## src/rtl/core/fdpm_pkg.sv

```systemverilog
package fdpm_pkg;

   // Frame geometry and store
   localparam int FRAME_PIXELS = 32768;
   localparam int POS_W        = $clog2(FRAME_PIXELS);
   localparam int SIZE_W       = POS_W + 2;
   localparam int COLOR_W      = 24;
   localparam int CHAN_W       = 8;

   // Configuration registers
   localparam int WIDTH_W      = 9;
   localparam int HEIGHT_W     = 8;
   localparam int STEP_W       = 5;
   localparam int CSR_IDX_W    = 2;
   localparam int CSR_DATA_W   = 9;
   localparam logic [CSR_IDX_W-1:0] CSR_FRAME_WIDTH  = 2'd0;
   localparam logic [CSR_IDX_W-1:0] CSR_FRAME_HEIGHT = 2'd1;
   localparam logic [CSR_IDX_W-1:0] CSR_SAMPLE_STEP  = 2'd2;
   localparam logic [WIDTH_W-1:0]  WIDTH_MAX  = 9'd256;
   localparam logic [HEIGHT_W-1:0] HEIGHT_MAX = 8'd128;
   localparam logic [STEP_W-1:0]   STEP_MAX   = 5'd16;

   // Result fields
   localparam int COL_W = 8;
   localparam int ROW_W = 7;

   // Palette scan
   localparam int PALETTE_SIZE = 32;
   localparam int IDX_W        = $clog2(PALETTE_SIZE);
   localparam logic [IDX_W-1:0] IDX_LAST = IDX_W'(PALETTE_SIZE - 1);
   localparam int DIST_W       = 9;
   localparam logic [DIST_W-1:0] DIST_BOUND = 9'd256;
   localparam int SQ_W         = 2 * CHAN_W;
   localparam int SUM_W        = SQ_W + 2;
   localparam int SQRT_PER_STAGE = 3;

   // Divider, instanced twice in the front
   localparam int DVD_W     = POS_W;
   localparam int DVS_W     = WIDTH_W;
   localparam int DIV_STEPS = DVD_W;
   localparam int DIV_CNT_W = $clog2(DIV_STEPS);
   localparam logic [DIV_CNT_W-1:0] DIV_CNT_LAST = DIV_CNT_W'(DIV_STEPS - 1);

   localparam logic [COLOR_W-1:0] PALETTE [PALETTE_SIZE] = '{
      24'h8E2121, 24'h2D2F8F, 24'h157788, 24'h373A3E,
      24'h5EA918, 24'hD5658F, 24'h080A0F, 24'h603C20,
      24'h495B24, 24'hFFFFFF, 24'hE06101, 24'h64209C,
      24'hF1AF15, 24'hA9309F, 24'h2489C7, 24'h7D7D73,
      24'h9E2B27, 24'h253193, 24'h267191, 24'h414141,
      24'h39BA2E, 24'hD98199, 24'h181414, 24'h56331C,
      24'h364B18, 24'hE4E4E4, 24'hEB7E36, 24'h7E34BF,
      24'hC2B51C, 24'hBE49C9, 24'hE4ECFD, 24'hA0A7A7
   };

   typedef struct packed {
      logic [WIDTH_W-1:0]  width;
      logic [HEIGHT_W-1:0] height;
      logic [STEP_W-1:0]   step;
   } cfg_type;

   typedef struct packed {
      logic [COLOR_W-1:0] color;
      logic [COL_W-1:0]   column;
      logic [ROW_W-1:0]   row;
   } job_type;

   typedef struct packed {
      logic             start;
      logic [DVD_W-1:0] dividend;
      logic [DVS_W-1:0] divisor;
   } div_req_type;

   typedef struct packed {
      logic             done;
      logic [DVD_W-1:0] quotient;
      logic [DVS_W-1:0] remainder;
   } div_rsp_type;

   typedef struct packed {
      logic [SUM_W-1:0] rem;
      logic [SUM_W-1:0] root;
   } sq_state_type;

   // Three digits of the bitwise integer square root, starting at digit first.
   function automatic sq_state_type sqrt_steps(sq_state_type st_in, int first);
      sq_state_type   st;
      logic [SUM_W:0] trial;
      logic [SUM_W-1:0] bitv;
      int k;
      st = st_in;
      for (k = 0; k < SQRT_PER_STAGE; k++) begin
         bitv  = SUM_W'(1) << (SUM_W - 2 - 2 * (first + k));
         trial = {1'b0, st.root} + {1'b0, bitv};
         if ({1'b0, st.rem} >= trial) begin
            st.rem  = st.rem - trial[SUM_W-1:0];
            st.root = (st.root >> 1) + bitv;
         end else begin
            st.root = st.root >> 1;
         end
      end
      return st;
   endfunction

endpackage

```

## src/rtl/core/fdpm_job_queue.sv

```systemverilog
module fdpm_job_queue (
   input  logic              clock,
   input  logic              reset,
   input  logic              push,
   input  fdpm_pkg::job_type push_data,
   output logic              full,
   input  logic              pop,
   output fdpm_pkg::job_type pop_data,
   output logic              empty
);

   localparam int DEPTH = 2;

   fdpm_pkg::job_type slots_ff [DEPTH];
   logic              wr_ptr_ff, wr_ptr_in;
   logic              rd_ptr_ff, rd_ptr_in;
   logic [1:0]        count_ff, count_in;
   logic              do_push, do_pop;

   assign full     = (count_ff == 2'(DEPTH));
   assign empty    = (count_ff == 2'd0);
   assign do_push  = push && !full;
   assign do_pop   = pop && !empty;
   assign pop_data = slots_ff[rd_ptr_ff];

   always_comb begin
      wr_ptr_in = do_push ? ~wr_ptr_ff : wr_ptr_ff;
      rd_ptr_in = do_pop  ? ~rd_ptr_ff : rd_ptr_ff;
      count_in  = count_ff;
      if (do_push && !do_pop) begin
         count_in = count_ff + 1'b1;
      end else if (do_pop && !do_push) begin
         count_in = count_ff - 1'b1;
      end
   end

   always_ff @(posedge clock) begin
      if (reset) begin
         wr_ptr_ff <= 1'b0;
         rd_ptr_ff <= 1'b0;
         count_ff  <= '0;
      end else begin
         wr_ptr_ff <= wr_ptr_in;
         rd_ptr_ff <= rd_ptr_in;
         count_ff  <= count_in;
      end
   end

   always_ff @(posedge clock) begin
      if (do_push) begin
         slots_ff[wr_ptr_ff] <= push_data;
      end
   end

endmodule

```

## config.mk

```make
export PLATFORM = sky130hd
export DESIGN_NAME = fdpm_job_queue
export DESIGN_NICKNAME = d
export VERILOG_FILES = /design/src/rtl/core/fdpm_pkg.sv /design/src/rtl/core/fdpm_job_queue.sv
export SDC_FILE = /design/constraint.sdc
export NUM_CORES = 1
export LEC_CHECK = 0
export BUFFER_PORTS_ARGS = -buffer_cell sky130_fd_sc_hd__buf_4
export CAP_MARGIN = 20
export CORE_MARGIN = 2
export CORE_UTILIZATION = 51
export DETAILED_ROUTE_END_ITERATION = 12
export PLACE_DENSITY = 0.78
export SLEW_MARGIN = 30
export SYNTH_ARGS = -nofsm -noshare
export SYNTH_HDL_FRONTEND = slang
export SYNTH_SLANG_ARGS = --single-unit
```

## constraint.sdc

```tcl
create_clock -name clock -period 2.2 [get_ports clock]
set_input_delay 0 -clock clock [delete_from_list [all_inputs] [get_ports clock]]
set_output_delay 0 -clock clock [all_outputs]
set_load 0.05 [all_outputs]
```

## After elaboration in Yosys (flattened, before gate mapping)

Memory sizes are Yosys's and may differ from the RTL's. A register that Yosys moved wholly into a read port is not among the register bits.
Cells that the tools add are included.

- Bits in registers: 4
- RAM bits: 78
- Input port bits: 43
- Output and inout port bits: 41
- Word-level logic and storage cells: 25
- Memories: 1

Memories:

| name | words | width | read ports | clocked after Yosys merged registers in | write ports | line | source |
|---|---|---|---|---|---|---|---|
| slots_ff | 2 | 39 | 1 | 1 | 1 | fdpm_job_queue.sv:14 | `fdpm_pkg::job_type slots_ff [DEPTH];` |

- Add/sub/neg operators: 2
- Eq/ne operators: 1
- Muxes and demuxes: 6
- Bitwise gates (word level): 2
- Reductions and logical operators: 10

Operator list:

| cell | count |
|---|---|
| 1-bit logical AND | 4 |
| 1-bit logical NOT | 4 |
| 1-bit two-way mux | 4 |
| 2-bit two-way mux | 2 |
| 2-bit by 1-bit adder with 2-bit output (second input constant) | 1 |
| 2-bit equality test (second input constant) | 1 |
| 2-bit logical NOT | 1 |
| 1-bit NOT | 2 |
| 2-bit nonzero test | 1 |
| 2-bit by 1-bit subtractor with 2-bit output (second input constant) | 1 |

## Longest topological paths before layout

Gate-level depths: netlist (run 1).

- Depth in word-level cells: 7
- Depth in mapped cells: 6
- Gate-level depth less buffers: 6

## Worst setup path before layout (run 1)

No wires, ideal clock.

- Path type: register to register
- Start point: register count_ff[1]
- End point: memory slots_ff[0][0] in the netlist's numbering, enable pin
- Library setup time: 0.394 ns
- Arrival time: 1.698 ns
- Required time: 1.806 ns
- Slack: 0.108 ns
- Stages on the path, launching flop included: 4
- Buffers on the path: 0
- Clock period less this slack: 2.092 ns
- Cells stage by stage: dfxtp_1 -> nor2b_2 -> or3_1 -> inv_1

- Longest elaborated chain between the ends: 5

RTL lines:

| what | line | source |
|---|---|---|
| start: declaration | fdpm_job_queue.sv:17 | `logic [1:0] count_ff, count_in;` |
| start signal: assignment | fdpm_job_queue.sv:45 | `count_ff <= count_in;` |
| 2-bit equality test | fdpm_job_queue.sv:20 | `assign full = (count_ff == 2'(DEPTH));` |
| named net full | fdpm_job_queue.sv:6 | `output logic full,` |
| 1-bit logical NOT | fdpm_job_queue.sv:22 | `assign do_push = push && !full;` |
| 1-bit logical AND | fdpm_job_queue.sv:22 |  |
| 1-bit two-way mux | fdpm_job_queue.sv:50 | `if (do_push) begin` |
| 1-bit two-way mux (implied by the code) | fdpm_job_queue.sv:51 | `slots_ff[wr_ptr_ff] <= push_data;` |
| end: declaration | fdpm_job_queue.sv:14 |  |

The timed path passes the listed nets, and every way through them passes these cells.

==> results.cfg, run 1 <==
[run_status]
status = finished, final reports clean

[logic_synthesis]
synth-edff-count = 78
ys.flop_type = edfxtp_1
synth_area_per_cell_um2 = 20.71
synth-seq-cells = 83
ys_warn_count = 0
ys_seq_area_frac = 0.8076
synth_common_cells = edfxtp_1, mux2_2, dfxtp_1, nor2_1
netlist_instances = 146
yosysTopAreaCell = edfxtp_1
syn_area_mm2 = 0.003024
yosysMostFrequentCell = edfxtp_1
async_reset_ff_frac = 0
syn_nets = 190
ys_types = 14
synth.top_cell.area_share = 0.7745
ys_top_cells_by_area = edfxtp_1, mux2_2, dfxtp_1

[sta]
finalSetupTns_ns = 0
max-slew-margin-rel = 0.7181
clock-skew-final_ns = 0.006842
fin_crit_ns = 1.775
finalMaxSlewViolations = 0
setup_viol_count_final = 0
hold_violations = 0
final.period_utilization = 0.8070
tightest_slew_ns = 0.4228
worst_slack_ns = 0.4245
rsz0062_at_grt = false
max_freq_ghz = 0.5632

[cts]
cts_buffers = 9
cts.sinks = 83
root_buffer = clkbuf_8
clk_path_buf_depth = 2
clkTransAtPathRegs_ns = 0.08
cts_tree = yes
cts_max_level = 3
cts.repair.resized = 0
clkLatencyLatePin_ns = 0.33
post-cts-setup-buffer-count = 0
postCtsHoldBufs = 40

[route]
drc = 0
viasPerCell = 4.856
detail_route.iter0.violations = 79
drt-total-wl_mm = 5.704
vias = 1748
wl_per_cell_um = 15.84
ant_nets = 0
drt_first_pass_iters = 4

[global_route]
antenna_found_initial = 0
grt_pass1_wl_mm = 8.376
grt_max_degree = 40
grt_overflow = 0
track_usage = 0.1778
grt_pass1_vias = 1797

[floorplanning]
ioPinCount = 84
die_w_um = 81.01
die_height_um = 81.01
design.die.area_mm2 = 0.006562
row_count = 28
core_mm2 = 0.005816
start_util = 0.5200

[place]
hpwlAfterDp_mm = 3.459
gp_congestion = 0.7216
preCtsSetupSlack_ns = 0.6709
io_buffer_count = 83

[power_and_ir_drop]
pwr-share-comb = 0.412
p_seq_frac = 0.415
power_density_mw_per_mm2 = 1167
p_int_w = 0.003145
peakVddDrop_uv = 897.4
p_sw_w = 0.001901
leakagePower_nw = 1.642
swShare = 0.3767
pwr-share-clk = 0.173

[finish]
drive_gt1_frac = 0.4877
fillers = 365
seq_area_mm2 = 0.002444
multi_input_area_um2 = 550.5
antenna_cells = 0
syn2layout_area_growth_pct = 43.03
final_nets = 324

[min_path]
hp-class = in -> reg
hold_depth = 4

[worst_setup_path]
crit_type = reg -> out
r2r_cells = 5
cp.required_ns = 2.20
cp.arrival_ns = 1.78
endpoint_kind = primary output
critPathCapture = pop_data[34]
crit_path_start_kind = flop
timing.rr.start = count_ff[1]
reg2reg_to = count_ff[1]
worstPathMaxFanout = 18
r2r_setup_slack_ns = 0.65

[job]
drv_cap = 0
cells in the final DEF (no fill, tap or decap):
cell type       n
ha_1            1
and2_2          1
clkbuf_1        6
buf_4          85
buf_12          2
clkinv_2        1
dfxtp_2         1
inv_1           2
or3_1           2
dfxtp_1         4
a21oi_1         2
clkbuf_8        9
nor2b_2         1
edfxtp_1       78
nor2_1          5
o21ai_0         3
xor2_1          3
dlygate4sd3_1  40
mux2_2         39
critical path, cell delays in order, from the launching register on:
cell and delay [ns]:
dfxtp_2 0.60, buf_4 0.29, mux2_2 0.36, buf_4 0.19
state kept, by name (all words and copies together) (netlist names), named ones only:
signal / cells
count_ff: 2
slots_ff: 78
rd_ptr_ff: 1
wr_ptr_ff: 1
worst min-delay path by stage:
stage,start,slack (ns),to
3_3_place_gp,push_data[30],0.19,slots_ff[1][30]
2_1_floorplan,reset,0.07,count_ff[1]
5_1_grt,push,0.12,wr_ptr_ff
4_1_cts,push,0.04,wr_ptr_ff
3_5_place_dp,push_data[29],0.19,slots_ff[0][29]
6_report,push,0.06,wr_ptr_ff
stage by stage:
stage	hold slack (ns)	area, um2	total power (W)	instances	util
after global routing	0.1246	4325	0.005247	360	0.7438
final	0.06284	4325	0.005047	360	0.7438
after global placement	0.1852	3774	0.004127	304	0.6489
after CTS	0.04305	4325	0.005080	360	0.7438
after detailed placement	0.1877	3774	0.004161	304	0.6489
after floorplan	0.06907	3024	0.003559	146	-
routing by layer:
layer,share of wire,track usage,vias up
met3,0.046,0.03778,15
met5,0,0,-
met4,0.026,0.1051,0
li1,-,-,830
met2,0.55,0.3124,52
met1,0.38,0.1989,851
cell type report:
cell class                      count  share of cell area
Timing Repair Buffer              127              0.2493
Sequential cell                    83              0.5649
Tap cell                           75             0.02170
Clock inverter                      1            0.001157
Clock buffer                       15             0.03384
Multi-Input combinational cell     57              0.1273
Inverter                            2            0.001736
power by group through the flow:
stage	Combinational [W]	Sequential [W]	Clock, W
after global placement	0.00201	0.00211	0
final	0.00208	0.00209	0.000874
after CTS	0.00209	0.00210	0.000890
after global routing	0.00218	0.00211	0.000951
after floorplan	0.00149	0.00207	0
after detailed placement	0.00203	0.00213	0
logic make-up (layout without fill, tap and decap cells):
group	Yosys count	in the layout	synth area share
compound gates	5	5	0.008273
xor+xnor	3	3	0.008690
fa+ha+maj	1	1	0.004137
buf+inv	6	145	0.01076
flops	83	83	0.8076
mux	39	39	0.1452
simple gates	9	9	0.01531
Power figures use the tool's default switching activity.
==> inputs of run 2 (changes only) <==
==> constraint.sdc (replaced) <==
create_clock -name clock -period 1.65 [get_ports clock]
set_input_delay 0 -clock clock [delete_from_list [all_inputs] [get_ports clock]]
set_output_delay 0 -clock clock [all_outputs]
set_load 0.05 [all_outputs]
==> run 2 against run 1 <==
- hold slack worse by 0.019 ns
- sequential power rose by 32%
- sequential share of layout area down 1.4 points
- via count grew 0.80%
- core utilization up 2.0 points
- critical path type is now reg -> reg
- highest routed layer unchanged
- critical path depth grew 2
==> results.cfg, run 2 (same netlist as run 1, synthesis figures left out) <==
[floorplanning]
die_w_um = 81.01
core_mm2 = 0.005816
design.die.area_mm2 = 0.006562
start_util = 0.5200
row_count = 28
die_height_um = 81.01
ioPinCount = 84

[job]
drv_cap = 0

[global_route]
grt_max_degree = 40
grt_overflow = 0
antenna_found_initial = 0
grt_pass1_wl_mm = 8.473
grt_pass1_vias = 1864
track_usage = 0.1760

[cts]
clk_path_buf_depth = 2
cts_buffers = 9
clkTransAtPathRegs_ns = 0.08
post-cts-setup-buffer-count = 0
cts_tree = yes
clkLatencyLatePin_ns = 0.33
cts.sinks = 83
cts_max_level = 3
root_buffer = clkbuf_8

[sta]
final.period_utilization = 0.9123
tightest_slew_ns = 0.2286
finalMaxSlewViolations = 0
worst_slack_ns = 0.1447
finalSetupTns_ns = 0
rsz0062_at_grt = false
hold_ws_ns = 0.04423
setup_viol_count_final = 0
max-slew-margin-rel = 0.8465
fin_crit_ns = 1.505
clock-skew-final_ns = 0.007305
max_freq_ghz = 0.6643
hold_violations = 0

[worst_setup_path]
cp.required_ns = 1.91
crit_type = reg -> reg
timing.rr.start = count_ff[1]
cp-startpoint = count_ff[1]
cp.arrival_ns = 1.76
worstPathMaxFanout = 5
crit_path_start_kind = flop
r2r_setup_slack_ns = 0.14
endpoint_kind = flop

[finish]
drive_gt1_frac = 0.5211
syn2layout_area_growth_pct = 46.92
top_register = slots_ff
largest_registers = slots_ff: 78 flops, count_ff: 2 flops
final_cell_mix = buf_4, edfxtp_1, dlygate4sd3_1
layout_commonest_cell = buf_4
final_nets = 323
largest_reg_flops = 78
fillers = 350
antenna_cells = 0

[power_and_ir_drop]
leakagePower_nw = 1.681
pwr-share-comb = 0.391
p_int_w = 0.004694
p_seq_frac = 0.375
pwr-share-clk = 0.234
swShare = 0.3611
p_sw_w = 0.002653
peakVddDrop_uv = 1069
power_density_mw_per_mm2 = 1654

[place]
preCtsSetupSlack_ns = 0.1047
io_buffer_count = 83
gp_congestion = 0.6936
hpwlAfterDp_mm = 3.462

[route]
drt_first_pass_iters = 4
wl_per_cell_um = 16.02
viasPerCell = 4.908
detail_route.iter0.violations = 105
drc = 0
ant_nets = 0
vias = 1762
drt-total-wl_mm = 5.750

[min_path]
hp-start = push
hp-class = in -> reg

[run_status]
status = finished, final reports clean
==> run 2: cell types whose count changed in the layout (fill, tap and decap cells not counted), moves of 2 or more <==
cell,before,now
buf_4,85,83
bufinv_16,0,3
clkbuf_1,6,0
clkinv_4,0,2
clkinvlp_4,0,2
dfxtp_2,1,3
dfxtp_1,4,2
==> run 2: metal layers <==
metal	vias up	global-route usage	wire, um
met5	-	0	0
met4	0	0.08305	121
met3	11	0.03111	214
met2	54	0.3198	3054
met1	858	0.2008	2360
li1	839	-	-
==> run 2: worst paths after layout <==
| path | depth (start not counted) | end |
|---|---|---|
| max | 5 | count_ff[1] |
| min reg2reg | 2 | wr_ptr_ff |
| min | 4 | wr_ptr_ff |
| max reg2reg | 5 | count_ff[1] |
==> run 2: per-stage QoR <==
step                      total power, W  instance area (um2)    util  instances
after detailed placement        0.005601                 3795  0.6525        303
final                           0.007347                 4443  0.7640        359
after global routing            0.007618                 4443  0.7640        359
after global placement          0.005557                 3795  0.6525        303
after CTS                       0.007389                 4443  0.7640        359
after floorplan                 0.004771                 3042       -        146
==> run 2: cell type report <==
class	instances	area (um2)	share of cell area
Tap cell	75	93.84	0.02112
Inverter	2	11.26	0.002534
Sequential cell	83	2446	0.5506
Timing Repair Buffer	126	1084	0.2439
Multi-Input combinational cell	57	560.5	0.1262
Clock buffer	9	123.9	0.02788
Clock inverter	7	123.9	0.02788
==> run 2: repair_timing <==
| item | CTS | global route |
|---|---|---|
| resized for setup | 0 | 1 |
| endpoints found under the hold margin | 83 | 0 |
| endpoints found under the setup margin | 0 | 1 |
| hold buffers | 40 | 0 |
==> run 2: power groups by stage <==
stage	logic, W	clock network, W	registers (W)
after CTS	0.00289	0.00175	0.00275
after global placement	0.00278	0	0.00277
final	0.00288	0.00172	0.00275
after floorplan	0.00200	0	0.00277
after global routing	0.00301	0.00184	0.00277
after detailed placement	0.00280	0	0.00280
==> run 2: worst max-delay path: stages (launching register included) <==
cell     delay [ns]
dfxtp_2        0.36
nor2b_4        0.17
nor2_1         0.07
ha_1           0.33
or3_1          0.35
a21oi_1        0.14
