`src/rtl/core/fdpm_pkg.sv`:
```
package fdpm_pkg;

   // Frame geometry and store
   localparam int FRAME_PIXELS = 32768;
   localparam int POS_W        = $clog2(FRAME_PIXELS);
   localparam int SIZE_W       = POS_W + 2;
   localparam int COLOR_W      = 24;
   localparam int CHAN_W       = 8;

   // Configuration registers
   localparam int WIDTH_W      = 9;
   localparam int HEIGHT_W     = 8;
   localparam int STEP_W       = 5;
   localparam int CSR_IDX_W    = 2;
   localparam int CSR_DATA_W   = 9;
   localparam logic [CSR_IDX_W-1:0] CSR_FRAME_WIDTH  = 2'd0;
   localparam logic [CSR_IDX_W-1:0] CSR_FRAME_HEIGHT = 2'd1;
   localparam logic [CSR_IDX_W-1:0] CSR_SAMPLE_STEP  = 2'd2;
   localparam logic [WIDTH_W-1:0]  WIDTH_MAX  = 9'd256;
   localparam logic [HEIGHT_W-1:0] HEIGHT_MAX = 8'd128;
   localparam logic [STEP_W-1:0]   STEP_MAX   = 5'd16;

   // Result fields
   localparam int COL_W = 8;
   localparam int ROW_W = 7;

   // Palette scan
   localparam int PALETTE_SIZE = 32;
   localparam int IDX_W        = $clog2(PALETTE_SIZE);
   localparam logic [IDX_W-1:0] IDX_LAST = IDX_W'(PALETTE_SIZE - 1);
   localparam int DIST_W       = 9;
   localparam logic [DIST_W-1:0] DIST_BOUND = 9'd256;
   localparam int SQ_W         = 2 * CHAN_W;
   localparam int SUM_W        = SQ_W + 2;
   localparam int SQRT_PER_STAGE = 3;

   // Divider, instanced twice in the front
   localparam int DVD_W     = POS_W;
   localparam int DVS_W     = WIDTH_W;
   localparam int DIV_STEPS = DVD_W;
   localparam int DIV_CNT_W = $clog2(DIV_STEPS);
   localparam logic [DIV_CNT_W-1:0] DIV_CNT_LAST = DIV_CNT_W'(DIV_STEPS - 1);

   localparam logic [COLOR_W-1:0] PALETTE [PALETTE_SIZE] = '{
      24'h8E2121, 24'h2D2F8F, 24'h157788, 24'h373A3E,
      24'h5EA918, 24'hD5658F, 24'h080A0F, 24'h603C20,
      24'h495B24, 24'hFFFFFF, 24'hE06101, 24'h64209C,
      24'hF1AF15, 24'hA9309F, 24'h2489C7, 24'h7D7D73,
      24'h9E2B27, 24'h253193, 24'h267191, 24'h414141,
      24'h39BA2E, 24'hD98199, 24'h181414, 24'h56331C,
      24'h364B18, 24'hE4E4E4, 24'hEB7E36, 24'h7E34BF,
      24'hC2B51C, 24'hBE49C9, 24'hE4ECFD, 24'hA0A7A7
   };

   typedef struct packed {
      logic [WIDTH_W-1:0]  width;
      logic [HEIGHT_W-1:0] height;
      logic [STEP_W-1:0]   step;
   } cfg_type;

   typedef struct packed {
      logic [COLOR_W-1:0] color;
      logic [COL_W-1:0]   column;
      logic [ROW_W-1:0]   row;
   } job_type;

   typedef struct packed {
      logic             start;
      logic [DVD_W-1:0] dividend;
      logic [DVS_W-1:0] divisor;
   } div_req_type;

   typedef struct packed {
      logic             done;
      logic [DVD_W-1:0] quotient;
      logic [DVS_W-1:0] remainder;
   } div_rsp_type;

   typedef struct packed {
      logic [SUM_W-1:0] rem;
      logic [SUM_W-1:0] root;
   } sq_state_type;

   // Three digits of the bitwise integer square root, starting at digit first.
   function automatic sq_state_type sqrt_steps(sq_state_type st_in, int first);
      sq_state_type   st;
      logic [SUM_W:0] trial;
      logic [SUM_W-1:0] bitv;
      int k;
      st = st_in;
      for (k = 0; k < SQRT_PER_STAGE; k++) begin
         bitv  = SUM_W'(1) << (SUM_W - 2 - 2 * (first + k));
         trial = {1'b0, st.root} + {1'b0, bitv};
         if ({1'b0, st.rem} >= trial) begin
            st.rem  = st.rem - trial[SUM_W-1:0];
            st.root = (st.root >> 1) + bitv;
         end else begin
            st.root = st.root >> 1;
         end
      end
      return st;
   endfunction

endpackage

```
`src/rtl/core/fdpm_back.sv`:
```
module fdpm_back (
   input  logic                            clock,
   input  logic                            reset,
   input  fdpm_pkg::job_type               job,
   input  logic                            job_empty,
   output logic                            job_pop,
   output logic                            rsp_empty,
   input  logic                            rsp_pop,
   output logic [fdpm_pkg::IDX_W-1:0]      rsp_palette_index,
   output logic [fdpm_pkg::COL_W-1:0]      rsp_column,
   output logic [fdpm_pkg::ROW_W-1:0]      rsp_row,
   output logic                            rsp_no_match
);

   localparam logic [1:0] B_IDLE = 2'd0;
   localparam logic [1:0] B_RUN  = 2'd1;
   localparam logic [1:0] B_DONE = 2'd2;

   logic [1:0]                     state_ff, state_in;
   fdpm_pkg::job_type              job_ff;
   logic                           issue_ff, issue_in;
   logic [fdpm_pkg::IDX_W-1:0]     iss_idx_ff, iss_idx_in;
   logic [fdpm_pkg::DIST_W-1:0]    best_ff, best_in;
   logic [fdpm_pkg::IDX_W-1:0]     best_idx_ff, best_idx_in;
   logic                           out_vld_ff, out_vld_in;
   logic                           load_out;

   // scan pipeline: squares, sum, three root stages
   logic                           a_vld_ff, b_vld_ff, c1_vld_ff, c2_vld_ff, c3_vld_ff;
   logic [fdpm_pkg::IDX_W-1:0]     a_idx_ff, b_idx_ff, c1_idx_ff, c2_idx_ff, c3_idx_ff;
   logic [fdpm_pkg::SQ_W-1:0]      a_sq_r_ff, a_sq_g_ff, a_sq_b_ff;
   logic [fdpm_pkg::SUM_W-1:0]     b_sum_ff;
   fdpm_pkg::sq_state_type         c1_ff, c2_ff, c3_ff, b_st;

   logic [fdpm_pkg::COLOR_W-1:0]   pal;
   logic [fdpm_pkg::CHAN_W-1:0]    dr, dg, db;
   logic [fdpm_pkg::DIST_W-1:0]    root_dist;

   function automatic logic [fdpm_pkg::CHAN_W-1:0] abs_diff(
      logic [fdpm_pkg::CHAN_W-1:0] a, logic [fdpm_pkg::CHAN_W-1:0] b);
      return (a > b) ? a - b : b - a;
   endfunction

   assign pal       = fdpm_pkg::PALETTE[iss_idx_ff];
   assign dr        = abs_diff(job_ff.color[23:16], pal[23:16]);
   assign dg        = abs_diff(job_ff.color[15:8],  pal[15:8]);
   assign db        = abs_diff(job_ff.color[7:0],   pal[7:0]);
   assign b_st      = '{rem: b_sum_ff, root: '0};
   assign root_dist = c3_ff.root[fdpm_pkg::DIST_W-1:0];

   assign load_out = (state_ff == B_DONE) && (!out_vld_ff || rsp_pop);

   always_comb begin
      state_in    = state_ff;
      issue_in    = issue_ff;
      iss_idx_in  = iss_idx_ff;
      best_in     = best_ff;
      best_idx_in = best_idx_ff;
      job_pop     = 1'b0;
      out_vld_in  = out_vld_ff;
      if (rsp_pop) begin
         out_vld_in = 1'b0;
      end
      case (state_ff)
         B_IDLE: begin
            if (!job_empty) begin
               job_pop     = 1'b1;
               issue_in    = 1'b1;
               iss_idx_in  = '0;
               best_in     = fdpm_pkg::DIST_BOUND;
               best_idx_in = '0;
               state_in    = B_RUN;
            end
         end
         B_RUN: begin
            if (issue_ff) begin
               iss_idx_in = iss_idx_ff + 1'b1;
               if (iss_idx_ff == fdpm_pkg::IDX_LAST) begin
                  issue_in = 1'b0;
               end
            end
            // strictly smaller wins, so the lower index keeps a tie
            if (c3_vld_ff) begin
               if (root_dist < best_ff) begin
                  best_in     = root_dist;
                  best_idx_in = c3_idx_ff;
               end
               if (c3_idx_ff == fdpm_pkg::IDX_LAST) begin
                  state_in = B_DONE;
               end
            end
         end
         B_DONE: begin
            if (load_out) begin
               out_vld_in = 1'b1;
               state_in   = B_IDLE;
            end
         end
         default: begin
            state_in = B_IDLE;
         end
      endcase
   end

   always_ff @(posedge clock) begin
      if (reset) begin
         state_ff   <= B_IDLE;
         issue_ff   <= 1'b0;
         out_vld_ff <= 1'b0;
         a_vld_ff   <= 1'b0;
         b_vld_ff   <= 1'b0;
         c1_vld_ff  <= 1'b0;
         c2_vld_ff  <= 1'b0;
         c3_vld_ff  <= 1'b0;
      end else begin
         state_ff   <= state_in;
         issue_ff   <= issue_in;
         out_vld_ff <= out_vld_in;
         a_vld_ff   <= issue_ff;
         b_vld_ff   <= a_vld_ff;
         c1_vld_ff  <= b_vld_ff;
         c2_vld_ff  <= c1_vld_ff;
         c3_vld_ff  <= c2_vld_ff;
      end
   end

   always_ff @(posedge clock) begin
      iss_idx_ff  <= iss_idx_in;
      best_ff     <= best_in;
      best_idx_ff <= best_idx_in;
      if (job_pop) begin
         job_ff <= job;
      end
      a_idx_ff  <= iss_idx_ff;
      a_sq_r_ff <= dr * dr;
      a_sq_g_ff <= dg * dg;
      a_sq_b_ff <= db * db;
      b_idx_ff  <= a_idx_ff;
      b_sum_ff  <= fdpm_pkg::SUM_W'(a_sq_r_ff) + fdpm_pkg::SUM_W'(a_sq_g_ff)
                   + fdpm_pkg::SUM_W'(a_sq_b_ff);
      c1_idx_ff <= b_idx_ff;
      c1_ff     <= fdpm_pkg::sqrt_steps(b_st, 0);
      c2_idx_ff <= c1_idx_ff;
      c2_ff     <= fdpm_pkg::sqrt_steps(c1_ff, fdpm_pkg::SQRT_PER_STAGE);
      c3_idx_ff <= c2_idx_ff;
      c3_ff     <= fdpm_pkg::sqrt_steps(c2_ff, 2 * fdpm_pkg::SQRT_PER_STAGE);
      if (load_out) begin
         rsp_palette_index <= best_idx_ff;
         rsp_column        <= job_ff.column;
         rsp_row           <= job_ff.row;
         rsp_no_match      <= (best_ff == fdpm_pkg::DIST_BOUND);
      end
   end

   assign rsp_empty = !out_vld_ff;

endmodule

```
`config.mk`:
```
export PLATFORM = sky130hd
export DESIGN_NAME = fdpm_back
export DESIGN_NICKNAME = d
export VERILOG_FILES = /design/src/rtl/core/fdpm_pkg.sv /design/src/rtl/core/fdpm_back.sv
export SDC_FILE = /design/constraint.sdc
export NUM_CORES = 1
export LEC_CHECK = 0
export ABC_CLOCK_PERIOD_IN_PS = 7500
export CAP_MARGIN = 20
export CORE_MARGIN = 2
export CORE_UTILIZATION = 43
export CTS_CLUSTER_SIZE = 16
export DETAILED_ROUTE_END_ITERATION = 8
export DONT_BUFFER_PORTS = 1
export PLACE_DENSITY_LB_ADDON = 0.15
export SKIP_CTS_REPAIR_TIMING = 1
export SYNTH_ARGS = -nofsm -noshare
export SYNTH_HDL_FRONTEND = slang
export SYNTH_SLANG_ARGS = --single-unit
```
`constraint.sdc`:
```
create_clock -name clock -period 7.5 [get_ports clock]
set_input_delay 0.75 -clock clock [delete_from_list [all_inputs] [get_ports clock]]
set_output_delay 0.75 -clock clock [all_outputs]
set_load 0.1 [all_outputs]
```
======== After elaboration in Yosys (flattened, before gate mapping) ========
Memory sizes are Yosys's and may differ from the RTL's.
Index checks and enable logic that the tools add are counted.
W data, S select, Z words.
cells by class
  $add $sub $neg .......................... 33
  shifts and indexed selects .............. 0
  multipliers ............................. 3
  bitwise logic cells ..................... 1
  reduce and logical (&&, ||, !) cells .... 9
  divide/modulo/power cells ............... 0
  magnitude comparators ................... 14
  eq/ne operators ......................... 11
  multiplexer cells ....................... 46
operators by type and width
  kind                      number
  $mux W18                  13
  $ge A18 B19 Y1            8
  $sub A18 B18 Y18          7
  $mux W17                  3
  $mul A8 B8 Y16            3
  $mux W24                  2
  $sub A8 B8 Y8             6
  $mux W9                   4
  $gt A8 B8 Y1              3
  $mux W8                   3
  $mux W5                   4
  $pmux W5 S2               2
  $add A18 B1 Y19 const B   1
  $add A18 B11 Y19 const B  1
  $add A18 B13 Y19 const B  1
  $add A18 B15 Y19 const B  1
  $add A18 B3 Y19 const B   1
  $add A18 B5 Y19 const B   1
  $add A18 B7 Y19 const B   1
  $add A18 B9 Y19 const B   1
  $add A17 B11 Y18 const B  1
  $add A17 B13 Y18 const B  1
  $add A17 B15 Y18 const B  1
  $add A17 B16 Y18          1
  other kinds (30)          47
word-level totals
  latch bits .............................. 0
  memory bits (writable) .................. 0
  flip-flop bits (word level) ............. 260
  memories ................................ 1
  bits in read-only memories .............. 768
  input port bits ......................... 43
  word-level logic and storage cells ...... 152
memories
  name              words  width  rd ports  clocked after memory_dff  write ports  RTL line         text
  (name not given)  32     24     1         0                         0            fdpm_back.sv:44  assign pal = fdpm_pkg::PALETTE[iss_idx_ff];

======== Longest topological paths before layout ========
  depth after elaboration ................. 9
  mapped depth ............................ 38

======== Worst setup path before layout ========
No wires, ideal clock.
  path type ............................... flip-flop to flip-flop
  start point ............................. register iss_idx_ff[2] (netlist name)
  end point ............................... register a_sq_r_ff[15] (netlist name)
  arrival ................................. 7983 ps
  slack ................................... -603 ps
  cell stages (with the launch flop) ...... 34
  required time ........................... 7380 ps
  clock period less this slack ............ 8103 ps
  library setup time ...................... 120 ps
  path buffers ............................ 3
  cell sequence ........................... edfxtp_1 > clkbuf_1 > clkbuf_1 > buf_1 > nand2_1 > a311oi_1 > a21oi_1 > ha_1 > fa_1 > nor2b_1 > o21ai_1 > a21oi_1 > o21ai_0 > a21oi_1 > mux2_2 > o31a_1 > o2111ai_1 > inv_1 > nand2b_1 > inv_1 > fa_1 > fa_1 > inv_1 > fa_1 > fa_1 > inv_1 > ha_1 > a21oi_1 > o21bai_1 > a21oi_1 > nor2b_1 > o21a_1 > o41a_1 > xor2_1
between the ends
  cells in the longest elaborated chain, start to end .. 7
  elaborated cells on any way between the ends .. 9
  classes of those cells .................. 2 x add/sub; 1 x mul; 1 x order compare; 3 x mux; 1 x bitwise; 1 x memory
RTL lines
  element                                               RTL line          text
  from (decl)                                           fdpm_back.sv:22   logic [fdpm_pkg::IDX_W-1:0] iss_idx_ff, iss_idx_in;
  from (signal assigned)                                fdpm_back.sv:128  iss_idx_ff <= iss_idx_in;
  $not A5 Y6 (implied by the code) (*)                  fdpm_back.sv:44
  $mem_v2 Z32 W24 (*)                                   --
  $mux W24 (implied by the code) (*) (2 in series)      fdpm_back.sv:44
  $sub A8 B8 Y8 / $gt A8 B8 Y1 (equally long branches)  fdpm_back.sv:41   return (a > b) ? a - b : b - a;
  $mux W8 (*)                                           fdpm_back.sv:41
  $mul A8 B8 Y16 (*)                                    fdpm_back.sv:135  a_sq_r_ff <= dr * dr;
  to (signal assigned)                                  fdpm_back.sv:135
  to (decl)                                             fdpm_back.sv:31   logic [fdpm_pkg::SQ_W-1:0] a_sq_r_ff, a_sq_g_ff, a_sq_b_ff;
Every way passes the cells marked *; elsewhere a longest branch is shown, timed or not. The select of a mux whose other input is x is not followed.
A chain may end at the register's enable or synchronous reset.

======== Final worst setup path ========
  start point ............................. register iss_idx_ff[1] (netlist name)
  end point ............................... register a_sq_b_ff[15] (netlist name)
between the ends
  cells in the longest elaborated chain, start to end .. 7
  elaborated cells on any way between the ends .. 9
  classes of those cells .................. 2 x add/sub; 1 x mul; 1 x order compare; 3 x mux; 1 x bitwise; 1 x memory
RTL lines
  element                                               RTL line          text
  $not A5 Y6 (implied by the code) (*)                  fdpm_back.sv:44
  $mem_v2 Z32 W24 (*)                                   --
  $mux W24 (implied by the code) (*) (2 in series)      fdpm_back.sv:44
  $sub A8 B8 Y8 / $gt A8 B8 Y1 (equally long branches)  fdpm_back.sv:41
  $mux W8 (*)                                           fdpm_back.sv:41
  $mul A8 B8 Y16 (*)                                    fdpm_back.sv:137  a_sq_b_ff <= db * db;
  to (signal assigned)                                  fdpm_back.sv:137
  to (decl)                                             fdpm_back.sv:31
Marks and branches as above.

==> run_results.csv <==
group,metric,value,unit
grt,top_usage_layer,"met2",
floorplanning,die_h,210,um
floorplanning,die_x,210,um
clock_tree,cts-htree-levels,1,
synthesis,async_flop_share,0,%
worst_setup_path,reg2reg_depth,34,
place,hpwlAfterDp,33500,um
timing,clock.fmax,0.138,GHz
worst_setup_path,r2r-start,"iss_idx_ff[1]",
clock_tree,numCtsBuffers,27,
synthesis,yosysTopAreaCell,"dfxtp_1",
finish,drive_above_1_share,23.2,%
timing,finalMaxSlewViolations,0,
synthesis,synth_seq_cells,230,
synthesis,synth_ff_type,"dfxtp_1",
timing,skew,13.2,ps
grt,grt_remaining_overflow,0,
worst_hold_path,whs_endpoint,"c3_vld_ff",
finish,syn_to_final_growth,23.2,%
grt,use_met1,24.7,%
worst_setup_path,cp_slowest_cell,"fa_1",
grt,gr-usage-met2,34.4,%
finish,nNetsFinal,2547,
clock_tree,cts_tree,"built",
timing,worst_slack,254,ps
timing,fin_crit_sh,96.6,%
worst_setup_path,cpPeakStageDelay,540,ps
job,cap_violations,0,
synthesis,synthTopCellsByCount,"280 x inv_1, 227 x ha_1, 163 x nor2_1",
timing,finalSetupViolCount,0,
grt,antenna_found_initial,0,
place,pre_cts_ws,-376,ps
route,drt_drc_violations_left,0,
timing,relSlewSlack,32.9,%
route,ant_nets,0,
floorplanning,rows,75,
worst_hold_path,hold_class,"in -> reg",
synthesis,synth_edf_count,79,
floorplanning,initial_core_util,43.5,%
worst_hold_path,hp-start,"reset",
finish,fin_util,53.6,%
grt,use_met3,2.23,%
status,status,"finished clean",
route,first_pass_iters,5,
worst_setup_path,crit_type,"reg -> reg",
grt,grt_first_pass_wirelength,69800,um
worst_setup_path,cp-end-kind,"flop",
synthesis,ys_warn_count,0,
floorplanning,coreArea,41900,um2
grt,grt_max_degree,35,
worst_setup_path,worstPathRequired,7990,ps
clock_tree,clk_latency,560,ps
route,vias,13989,
route,drtIter0Drc,663,
synthesis,syn_area,18200,um2
synthesis,synth_area_leaders,"dfxtp_1 17%, ha_1 16%, edfxtp_1 13%, fa_1 11%, inv_1 5.8%",
route,wirelength,42300,um
synthesis,synth_cells,1961,
timing,fin_crit,7250,ps
worst_setup_path,critPathLaunchType,"flop",
synthesis,ys_types,98,
grt,track_usage,19.3,%
worst_setup_path,reg2reg_setup_slack,250,ps
finish,antenna_cells,0,
place,place_congestion,0.924,
timing,final_hold_viol_count,0,
worst_setup_path,cp.arrival,7740,ps
route,wire_per_inst,15.4,um
timing,tightest_slew,1000,ps
clock_tree,cts_buffer_depth,3,
worst_setup_path,r2r-end,"a_sq_b_ff[15]",
place,place.port_buffers,0,
grt,grt_pass1_vias,14180,
worst_setup_path,worst-path-max-fanout,6,
clock_tree,clk_pin_slew_worst_paths,60,ps
clock_tree,root_buffer,"clkbuf_16",
route,viasPerCell,5.11,
floorplanning,io_pins,66,
timing,grt_setup_unrepaired,"true",
synthesis,yosysMostFrequentCell,"inv_1",
clock_tree,cts.sinks,230,
synthesis,synth.yosys.seq_area_share,29.6,%
synthesis,syn_area_per_cell,9.30,um2
synthesis,synth_top_area_share,16.6,%
worst_hold_path,holdPathStages,1,
floorplanning,die_area,44100,um2
[area by class of cell]
type,count,area (um2)
clock inverters,16,170
well taps,539,674
fillers,3831,19500
inverters,285,1090
flip-flops and latches,230,5400
clock buffers,34,748
repair buffers,231,1870
multi-input cells,1405,12500
[metal layers]
metal | wire [um] | vias up
met5 | 0 | -
met4 | 1080 | 0
met3 | 1070 | 62
met2 | 20600 | 160
met1 | 19500 | 6653
li1 | - | 7114
[how the worst max path moves through the flow]
| stage | from | slack (ps) | to | cells past startpoint |
|---|---|---|---|---|
| floorplan | iss_idx_ff[1] | -90 | a_sq_r_ff[15] | 30 |
| global placement | iss_idx_ff[0] | -300 | a_sq_g_ff[14] | 34 |
| detailed placement | iss_idx_ff[0] | -380 | a_sq_g_ff[15] | 34 |
| CTS | iss_idx_ff[1] | -460 | a_sq_g_ff[15] | 34 |
| global route | iss_idx_ff[0] | -160 | a_sq_r_ff[15] | 33 |
| finish | iss_idx_ff[1] | 250 | a_sq_b_ff[15] | 34 |
[state kept, by name, indices dropped and copies added (netlist names), 7 cells and up]
register,cells
b_sum_ff,18
a_sq_r_ff,15
job_ff,39
c3_ff,9
rsp_row,7
c2_ff,24
rsp_column,8
a_sq_g_ff,15
a_sq_b_ff,15
best_ff,9
c1_ff,21
[critical path, delay by kind of cell (launching register included)]
kind / cells / cell delay, ps
AOI/OAI and AO/OA: 11 / 1470
xor gates and xnor gates: 2 / 330
adders and majority gates: 8 / 3240
buffers and inverters: 9 / 940
DFF: 1 / 490
and+or+nand+nor: 4 / 710
[placed cells by master (no fill, tap or decap), types with 23 or more instances in the layout]
cell / Yosys / routed
nand2b_1: 34 / 30
buf_4: 0 / 211
o21ai_0: 76 / 51
nor3_1: 35 / 32
xor2_1: 37 / 35
ha_1: 227 / 199
inv_1: 280 / 265
nand2_1: 100 / 95
fa_1: 97 / 91
a21oi_1: 116 / 88
nor2b_1: 29 / 24
nor2_1: 163 / 150
nand3_1: 24 / 23
a21o_1: 35 / 35
a21oi_2: 1 / 26
dfxtp_1: 151 / 151
xnor2_1: 85 / 78
clkbuf_16: 0 / 29
edfxtp_1: 79 / 79
[per-stage QoR]
step                setup TNS [ps]  std cells  hold slack [ps]  area (um2)
floorplan                    -89.0       1965              310       18300
global placement             -1370       2653              312       20300
detailed placement           -1890       2653              312       20300
CTS                          -2380       2703              222       21200
global route                  -526       2740              233       22500
finish                           0       2740              257       22500
[cells by family after synthesis]
group	Yosys count	share of synthesized area [%]
xor+xnor	124	6.10
fa+ha+maj	324	26.2
flops	230	29.6
mux	43	2.57
buf+inv	330	7.04
simple gates	506	14.0
compound gates	403	14.5
other cells	1	0.0206
Power is left out: the tool's default activity adds up to more than one toggle a clock period on the data nets, which glitch-free logic cannot reach.
